## config.mk

```make
export PLATFORM = sky130hd
export DESIGN_NAME = texture_coord_wrap_clamp_core
export DESIGN_NICKNAME = d
export VERILOG_FILES = /design/src/hdl/tcwc_pkg.sv /design/src/hdl/texture_coord_wrap_clamp_core.sv
export SDC_FILE = /design/constraint.sdc
export NUM_CORES = 1
export LEC_CHECK = 0
export ABC_AREA = 1
export BUFFER_PORTS_ARGS = -buffer_cell sky130_fd_sc_hd__buf_2
export CORE_MARGIN = 3
export CORE_UTILIZATION = 45
export CTS_BUF_LIST = sky130_fd_sc_hd__clkbuf_4
export DETAILED_ROUTE_END_ITERATION = 7
export GPL_ROUTABILITY_DRIVEN = 0
export GPL_TIMING_DRIVEN = 0
export PLACE_DENSITY = 0.71
export SETUP_SLACK_MARGIN = 0.2
export SYNTH_ARGS = -nofsm -noshare
export SYNTH_HDL_FRONTEND = slang
export SYNTH_SLANG_ARGS = --single-unit
```

## constraint.sdc

```tcl
create_clock -name clock -period 13.5 [get_ports clock]
set_clock_uncertainty 0.15 [all_clocks]
set_input_delay 2.025 -clock clock [delete_from_list [all_inputs] [get_ports clock]]
set_output_delay 2.025 -clock clock [all_outputs]
set_load 0.01 [all_outputs]
```

## src/hdl/tcwc_pkg.sv

```systemverilog
// Shared constants, types and per-axis helper functions for the texture
// coordinate wrap/clamp core. No dependencies.
package tcwc_pkg;

   // Texture memory size in bytes; offsets at or above this are flagged
   localparam int unsigned TMEM_BYTES = 4096;

   // Field widths
   localparam int unsigned COORD_W  = 16;
   localparam int unsigned RESULT_W = 32;
   localparam int unsigned LIMIT_W  = 12;
   localparam int unsigned OFFS_W   = 13;
   localparam int unsigned CSR_W    = 12;
   localparam int unsigned IDX_W    = 3;
   // Widest value after the shift step: 16 bits shifted left by at most 5
   localparam int unsigned SHIFT_W  = COORD_W + 5;

   // Shift codes above this shift left
   localparam logic [3:0] SHIFT_LEFT_MIN = 4'd10;

   // Configuration register indexes
   typedef enum logic [IDX_W-1:0] {
      CSR_SHIFT_CODES = 3'd0,
      CSR_MASK_WIDTHS = 3'd1,
      CSR_MODE_BITS   = 3'd2,
      CSR_S_LIMIT     = 3'd3,
      CSR_T_LIMIT     = 3'd4,
      CSR_TILE_BASE   = 3'd5
   } csr_index_type;

   // Bit positions inside mode_bits
   localparam int unsigned MODE_MIRROR_S = 0;
   localparam int unsigned MODE_MIRROR_T = 1;
   localparam int unsigned MODE_CLAMP_S  = 2;
   localparam int unsigned MODE_CLAMP_T  = 3;
   localparam int unsigned MODE_TEXEL32  = 4;

   // Shift step: codes above ten shift left by (~code & 7) + 1, else right by code
   function automatic logic [SHIFT_W-1:0] axis_shift(input logic [COORD_W-1:0] v,
                                                     input logic [3:0] code);
      logic [SHIFT_W-1:0] wide;
      logic [2:0]         lsh;
      wide = SHIFT_W'(v);
      lsh  = 3'(~code) + 3'd1;
      if (code > SHIFT_LEFT_MIN) begin
         return wide << lsh;
      end else begin
         return wide >> code;
      end
   endfunction

   // Mirror, mask and clamp steps on the shifted value
   function automatic logic [RESULT_W-1:0] axis_wrap(input logic [SHIFT_W-1:0] sv,
                                                     input logic [3:0] mpos,
                                                     input logic mirror,
                                                     input logic clamp,
                                                     input logic [LIMIT_W-1:0] limit);
      logic [RESULT_W-1:0] v;
      logic [RESULT_W-1:0] keep;
      v = RESULT_W'(sv);
      if (mirror && v[mpos]) begin
         v = ~v;
      end
      keep = (RESULT_W'(2) << mpos) - RESULT_W'(1);
      if (mirror && (mpos != 4'd0)) begin
         v = v & keep;
      end
      if ((clamp || (mpos == 4'd0)) && (v > RESULT_W'(limit))) begin
         v = RESULT_W'(limit);
      end
      return v;
   endfunction

endpackage

```

## src/hdl/texture_coord_wrap_clamp_core.sv

```systemverilog
// Top level of the texture coordinate wrap/clamp core: four-stage pipeline
// plus configuration registers. Depends on tcwc_pkg.

// Takes one beat per clock: busy never rises, so a beat offered on start is
// always taken. Each beat passes the four stage registers; its result is shown
// for one cycle with rsp_valid and cannot be stalled. The stages: shift,
// mirror/mask/clamp/swap, row multiply (32 x 13 bits), then the add, byte
// scale, range check and base add. The user must write configuration via
// csr_we/csr_index/csr_wdata only while no beat is in flight (not enforced).
module texture_coord_wrap_clamp_core
   import tcwc_pkg::*;
(
   input  logic                clock,
   input  logic                reset,
   // request
   input  logic                start,
   output logic                busy,
   input  logic [COORD_W-1:0]  req_s_coord,
   input  logic [COORD_W-1:0]  req_t_coord,
   input  logic                req_swap_axes,
   // response
   output logic                rsp_valid,
   output logic [RESULT_W-1:0] rsp_s_result,
   output logic [RESULT_W-1:0] rsp_t_result,
   output logic [OFFS_W-1:0]   rsp_texel_offset,
   output logic                rsp_out_of_range,
   // configuration
   input  logic                csr_we,
   input  logic [IDX_W-1:0]    csr_index,
   input  logic [CSR_W-1:0]    csr_wdata
);

   // Configuration registers
   logic [7:0]         shift_codes_ff;
   logic [7:0]         mask_widths_ff;
   logic [4:0]         mode_bits_ff;
   logic [LIMIT_W-1:0] s_limit_ff;
   logic [LIMIT_W-1:0] t_limit_ff;
   logic [LIMIT_W-1:0] tile_base_ff;

   always_ff @(posedge clock) begin
      if (reset) begin
         shift_codes_ff <= '0;
         mask_widths_ff <= '0;
         mode_bits_ff   <= '0;
         s_limit_ff     <= '0;
         t_limit_ff     <= '0;
         tile_base_ff   <= '0;
      end else if (csr_we) begin
         unique case (csr_index)
            CSR_SHIFT_CODES: shift_codes_ff <= csr_wdata[7:0];
            CSR_MASK_WIDTHS: mask_widths_ff <= csr_wdata[7:0];
            CSR_MODE_BITS:   mode_bits_ff   <= csr_wdata[4:0];
            CSR_S_LIMIT:     s_limit_ff     <= csr_wdata;
            CSR_T_LIMIT:     t_limit_ff     <= csr_wdata;
            CSR_TILE_BASE:   tile_base_ff   <= csr_wdata;
            default: ;
         endcase
      end
   end

   assign busy = 1'b0;

   // Valid bits, one per stage
   logic v1_ff, v2_ff, v3_ff, v4_ff;
   logic accept;
   assign accept = start && !busy;

   always_ff @(posedge clock) begin
      if (reset) begin
         v1_ff <= 1'b0;
         v2_ff <= 1'b0;
         v3_ff <= 1'b0;
         v4_ff <= 1'b0;
      end else begin
         v1_ff <= accept;
         v2_ff <= v1_ff;
         v3_ff <= v2_ff;
         v4_ff <= v3_ff;
      end
   end

   // Stage 1: shift each axis
   logic [SHIFT_W-1:0] s1_s_ff, s1_t_ff, s1_s_in, s1_t_in;
   logic               s1_swap_ff;

   always_comb begin
      s1_s_in = axis_shift(req_s_coord, shift_codes_ff[3:0]);
      s1_t_in = axis_shift(req_t_coord, shift_codes_ff[7:4]);
   end

   always_ff @(posedge clock) begin
      s1_s_ff    <= s1_s_in;
      s1_t_ff    <= s1_t_in;
      s1_swap_ff <= req_swap_axes;
   end

   // Stage 2: mirror, mask, clamp, then swap
   logic [RESULT_W-1:0] s2_s_ff, s2_t_ff, s2_s_in, s2_t_in;
   logic [RESULT_W-1:0] s_wrap, t_wrap;

   always_comb begin
      s_wrap = axis_wrap(s1_s_ff, mask_widths_ff[3:0], mode_bits_ff[MODE_MIRROR_S],
                         mode_bits_ff[MODE_CLAMP_S], s_limit_ff);
      t_wrap = axis_wrap(s1_t_ff, mask_widths_ff[7:4], mode_bits_ff[MODE_MIRROR_T],
                         mode_bits_ff[MODE_CLAMP_T], t_limit_ff);
      s2_s_in = s1_swap_ff ? t_wrap : s_wrap;
      s2_t_in = s1_swap_ff ? s_wrap : t_wrap;
   end

   always_ff @(posedge clock) begin
      s2_s_ff <= s2_s_in;
      s2_t_ff <= s2_t_in;
   end

   // Stage 3: row offset T * pitch, kept to 32 bits
   logic [RESULT_W-1:0] s3_s_ff, s3_t_ff, s3_row_ff, s3_row_in;
   logic [LIMIT_W:0]    pitch;

   always_comb begin
      pitch     = {1'b0, s_limit_ff} + (LIMIT_W+1)'(1);
      s3_row_in = RESULT_W'(s2_t_ff * RESULT_W'(pitch));
   end

   always_ff @(posedge clock) begin
      s3_s_ff   <= s2_s_ff;
      s3_t_ff   <= s2_t_ff;
      s3_row_ff <= s3_row_in;
   end

   // Stage 4: texel index, byte scale, range check, base add
   logic [RESULT_W-1:0] texel_idx, byte_off;
   logic                oor_in;
   logic [OFFS_W-1:0]   offs_in;
   logic [RESULT_W-1:0] s4_s_ff, s4_t_ff;
   logic [OFFS_W-1:0]   s4_offs_ff;
   logic                s4_oor_ff;

   always_comb begin
      texel_idx = s3_s_ff + s3_row_ff;
      byte_off  = mode_bits_ff[MODE_TEXEL32] ? (texel_idx << 2) : (texel_idx << 1);
      oor_in    = byte_off >= RESULT_W'(TMEM_BYTES);
      offs_in   = oor_in ? '0 : OFFS_W'(RESULT_W'(tile_base_ff) + byte_off);
   end

   always_ff @(posedge clock) begin
      s4_s_ff    <= s3_s_ff;
      s4_t_ff    <= s3_t_ff;
      s4_offs_ff <= offs_in;
      s4_oor_ff  <= oor_in;
   end

   assign rsp_valid        = v4_ff;
   assign rsp_s_result     = s4_s_ff;
   assign rsp_t_result     = s4_t_ff;
   assign rsp_texel_offset = s4_offs_ff;
   assign rsp_out_of_range = s4_oor_ff;

endmodule

```

# Word-level counts from Yosys, hierarchy flattened

Cells that the tools add are included.

Flip-flop bits (word level): 341
Output and inout port bits: 80
Word-level logic and storage cells: 88

$add $sub $neg: 7
$mul: 1
Magnitude comparators: 7
Equality and inequality tests: 5
Shift-type cells: 6
Multiplexer cells: 15
Bitwise logic cells: 6
Reductions and logical operators: 19

Operators with widths:

| kind                    | number |
|---|---|
| $mux W32                | 9 |
| $and A32 B32 Y32        | 2 |
| $gt A32 B12 Y1          | 2 |
| $not A21 Y32            | 2 |
| $shl A2 B4 Y32 const A  | 2 |
| $sub A32 B2 Y32 const B | 2 |
| $mux W21                | 2 |
| $shl A16 B3 Y21         | 2 |
| $shr A16 B4 Y21         | 2 |
| $ge A32 B13 Y1 const B  | 1 |
| $mul A32 B13 Y31        | 1 |
| $add A31 B31 Y31        | 1 |
| $add A12 B1 Y13 const B | 1 |
| $add A12 B13 Y13        | 1 |
| $lt A4 B6 Y1 const B    | 2 |
| $reduce_and A2 Y1       | 6 |
| $bmux W1 S4             | 2 |
| $gt A4 B4 Y1 const B    | 2 |
| $logic_not A4 Y1        | 2 |
| $reduce_bool A4 Y1      | 2 |
| $add A3 B1 Y3 const B   | 2 |
| $eq A3 B2 Y1 const B    | 2 |
| $eq A3 B3 Y1 const B    | 2 |
| $logic_and A1 B1 Y1     | 6 |
| 5 further kinds         | 8 |

# Longest topological paths before layout

Depth in word-level cells: 10
Gate-level depth with buffers: 32
Depth with buffers taken out: 32

# Worst setup path after synthesis

OpenSTA, ideal clock, no wires.

Path type: reg2reg
Start: register s_limit_ff[0]
End: register s3_row_ff[27]
Data arrival time: 5.779 ns
Required time: 13.278 ns
Setup slack: 7.500 ns
Cell stages (with the launch flop): 26
Path through: dfxtp_1 -> ha_1 -> nand2_1 -> nor2_1 -> nand2_1 -> nor3_1 -> inv_1 -> clkbuf_1 -> nor2_1 -> fa_1 -> fa_1 -> fa_1 -> fa_1 -> inv_1 -> fa_1 -> inv_1 -> ha_1 -> nand2_1 -> nor4_1 -> nand4_1 -> nand3_1 -> nand3_1 -> nand2_1 -> nand3_1 -> nand2_1 -> xor2_1

Longest elaborated chain between the ends: 2

Ends and longest elaborated chain:

| element                | line                                 | text |
|---|---|---|
| from (decl)            | texture_coord_wrap_clamp_core.sv:37  | `logic [LIMIT_W-1:0] s_limit_ff;` |
| from (signal assigned) | texture_coord_wrap_clamp_core.sv:54  | `CSR_S_LIMIT: s_limit_ff <= csr_wdata;` |
| $add A12 B1 Y13        | texture_coord_wrap_clamp_core.sv:121 | `pitch = {1'b0, s_limit_ff} + (LIMIT_W+1)'(1);` |
| $mul A32 B13 Y31       | texture_coord_wrap_clamp_core.sv:122 | `s3_row_in = RESULT_W'(s2_t_ff * RESULT_W'(pitch));` |
| via s3_row_in[27]      | texture_coord_wrap_clamp_core.sv:117 | `logic [RESULT_W-1:0] s3_s_ff, s3_t_ff, s3_row_ff, s3_row_in;` |
| to (signal assigned)   | texture_coord_wrap_clamp_core.sv:128 | `s3_row_ff <= s3_row_in;` |
| to (decl)              | texture_coord_wrap_clamp_core.sv:117 |  |

The timed path passes the listed nets, and every way through them passes these cells.
A chain may end at the register's enable or synchronous reset.

# Final worst setup path

Same ends and word-level chain as after synthesis.

==> metrics.cfg <==
[die]
die_w_um=247
rows=87
coreArea_mm2=0.0568
dieArea_mm2=0.0609
die_h_um=247
start_util=0.459
io_pins=132

[power_and_ir_drop]
ir_drop_uv=76.4
p_leak_nw=14.7
p_per_area_mw_per_mm2=107
report.power.total_mw=3.11

[cts]
cts_sinks=341
cts_buffer_depth=3
post_cts_buffers=0
cts_tree=yes
cts_resized=0
root_buffer=clkbuf_4
cts_buffers=88
path_clk_slew_ns=0.08
insertion_delay_ns=0.82
holdBufCountCts=0
htree_num_levels=3

[final_layout]
final_cells=4659
nFillCells=5704
final_nets=4257
area_growth_pct=10.9
drive_above_1_share=0.0869
final_util=0.509

[min_path]
holdCritStartpoint=s3_t_ff[3]
holdCritPathClass=flop to flop
whs_path_depth=0
holdPathEnd=rsp_t_result[3]

[grt]
grt_usage=0.253
antenna_found_initial=6
grt_pass1_wl_um=121000
grt_pass1_vias=23100
grt_start_max_net_pins=14
grt_overflow=0

[timing]
worst_slew_pin_slew_ns=1.45
post-route-period-util=0.590
setup-tns-final_ns=0
whs_ns=0.160
hold_viol=0
max-slew-margin-rel=0.0258
setup_viol=0
rsz0062_at_grt=no
fmax_mhz=126
min_period_ns=7.97
final_max_slew_viol_count=0

[route]
wirelength_um=76400
drt_first_pass_iters=6
drc=0
drt_iter0_markers=2186
wl_per_cell_um=16.4
vias=24000
viasPerCell=5.15
ant_nets=0

[worst_setup_path]
worst-path-buf-inv=4
cp-startpoint=s_limit_ff[0]
worstPathRequired_ns=14.03
r2r_cells=25
worst_setup_path_start_kind=flop
cpPeakStageDelay_ns=1.10
path_class=flop to flop
worst_ep_arrival_time_ns=8.50
reg2reg_slack_ns=5.53
worstPathMaxFanout=10
critPathTopFamily=adder cells
end_kind=flop
r2r-end=s3_row_ff[27]
crit_slowest_cell=nor3_1
r2r-start=s_limit_ff[0]

[placement]
dp_cells=4499
dp_hpwl_um=62400
placement.io_buffers=129

[synthesis]
synth-async-reset-ratio=0
ys_seq_elements=341
ys_seq_area_frac=0.262
synth_flop_cell=dfxtp_1
synthCells=3598
ys_warn_count=0
netlist_area_mm2=0.0261
ys_types=49
synth.avg_cell_area_um2=7.25
synth_edf_count=0

[flow_run]
maxCapViolations=0

[status]
status=finished clean

[worst reg2reg max path, stage by stage, from the launching register on]
cell and delay, ns:
dfxtp_1 0.46, ha_1 0.21, nand2_1 0.09, nor2_1 0.16, nand2_1 0.11, nor3_1 1.10, inv_1 0.37, clkbuf_1 0.36
nor2_1 0.22, fa_1 0.45, fa_1 0.54, fa_1 0.52, fa_1 0.54, inv_1 0.05, fa_1 0.59, inv_1 0.06
ha_1 0.37, nand2_1 0.13, nor4_1 0.48, nand4_1 0.21, nand3_1 0.18, nand3_1 0.08, nand2_1 0.11, nand3_1 0.07
nand2_1 0.08, xor2_1 0.15
[synth_stat cells (9+ instances only)]
| cell type | n | area [um^2] |
|---|---|---|
| o211ai_1 | 12 | 90.1 |
| o2111ai_1 | 9 | 78.8 |
| xnor2_1 | 24 | 210 |
| clkbuf_1 | 86 | 323 |
| nand3b_1 | 11 | 82.6 |
| nand2_1 | 938 | 3520 |
| dfxtp_1 | 341 | 6830 |
| a21oi_1 | 128 | 641 |
| nand3_1 | 278 | 1390 |
| ha_1 | 124 | 1550 |
| nor2_1 | 331 | 1240 |
| o21ai_0 | 104 | 521 |
| nand4_1 | 22 | 138 |
| o21ai_1 | 32 | 160 |
| xor2_1 | 48 | 420 |
| a31oi_1 | 12 | 75.1 |
| inv_1 | 648 | 2430 |
| fa_1 | 248 | 4960 |
| a211oi_1 | 46 | 345 |
| nor3_1 | 21 | 105 |
| buf_2 | 11 | 55.1 |
| inv_2 | 11 | 41.3 |
| o221ai_1 | 13 | 114 |
| or2_2 | 17 | 106 |
| buf_1 | 11 | 41.3 |
[report_power, final]
| group | switching (mW) | internal [mW] | leakage, nW |
|---|---|---|---|
| logic | 0.652 | 0.338 | 11.2 |
| registers | 0.0704 | 1.11 | 2.81 |
| clock network | 0.429 | 0.505 | 0.699 |
| total | 1.15 | 1.96 | 14.7 |
[placed cells by master, fill, tap and decap left out, types with 12 or more instances in the layout]
cell type,synthesis,layout
a211oi_1,46,46
a21oi_1,128,128
a31oi_1,12,12
buf_2,11,140
clkbuf_1,86,86
clkbuf_4,0,124
clkinv_1,6,21
conb_1,1,17
dfxtp_1,341,341
fa_1,248,248
ha_1,124,124
inv_1,648,648
inv_2,11,12
nand2_1,938,938
nand3_1,278,278
nand4_1,22,22
nor2_1,331,331
nor3_1,21,21
o211ai_1,12,12
o21ai_0,104,104
o21ai_1,32,32
o221ai_1,13,13
or2_2,17,17
xnor2_1,24,24
xor2_1,48,48
[layer usage]
| layer | share of wire | vias to the layer above | global-route usage |
|---|---|---|---|
| li1 | - | 11600 | - |
| met3 | 0.096 | 209 | 0.0581 |
| met5 | 0.00017 | - | 0 |
| met2 | 0.44 | 1077 | 0.398 |
| met4 | 0.043 | 2 | 0.109 |
| met1 | 0.42 | 11100 | 0.333 |
[how the worst max path moves through the flow]
stage | to | cells past startpoint
CTS | s3_row_ff[27] | 25
finish | s3_row_ff[27] | 25
floorplan | s3_row_ff[27] | 25
global placement | s3_row_ff[27] | 25
detailed placement | s3_row_ff[27] | 25
global route | s3_row_ff[27] | 25
[cell type report]
cell class / instances / area [um^2] / share of cell area
multi-input combinational: 2488 / 16300 / 0.563
timing repair buffer: 129 / 646 / 0.0223
inverter: 665 / 2500 / 0.0863
clock buffer: 124 / 931 / 0.0322
sequential: 341 / 6830 / 0.236
clock inverter: 33 / 258 / 0.00891
buffer: 120 / 532 / 0.0184
tap: 756 / 946 / 0.0327
antenna: 3 / 7.51 / 0.000260
[sequential cells by signal, summed over array words and instances (netlist names)]
signal / cells
mask_widths_ff: 8
mode_bits_ff: 5
rsp_out_of_range: 1
rsp_s_result: 32
rsp_t_result: 32
rsp_texel_offset: 13
rsp_valid: 1
s1_s_ff: 21
s1_swap_ff: 1
s1_t_ff: 21
s2_s_ff: 32
s2_t_ff: 32
s3_row_ff: 31
s3_s_ff: 32
s3_t_ff: 32
s_limit_ff: 12
shift_codes_ff: 8
t_limit_ff: 12
tile_base_ff: 12
v1_ff: 1
v2_ff: 1
v3_ff: 1
[cell families (layout without fill, tap and decap cells)]
group                    after synthesis  count (layout)  synth area share
XOR/XNOR                              72              72            0.0242
adder cells (fa/ha/maj)              372             372             0.250
AND/OR/NAND/NOR                     1644            1644             0.262
flip-flops                           341             341             0.262
buffers and inverters                785            1071             0.116
other                                  1              20          0.000144
multiplexers                           5               5           0.00192
AO/OA/AOI/OAI                        378             378            0.0838
[metrics by stage]
| stage | cell area [um^2] | setup slack, ns |
|---|---|---|
| after global routing | 28900 | 5.22 |
| final | 28900 | 5.53 |
| after global placement | 27700 | 5.73 |
| after floorplan | 26100 | 7.50 |
| after CTS | 28900 | 5.65 |
| after detailed placement | 27700 | 5.76 |
No activity file was read; power rests on OpenSTA's default activity.
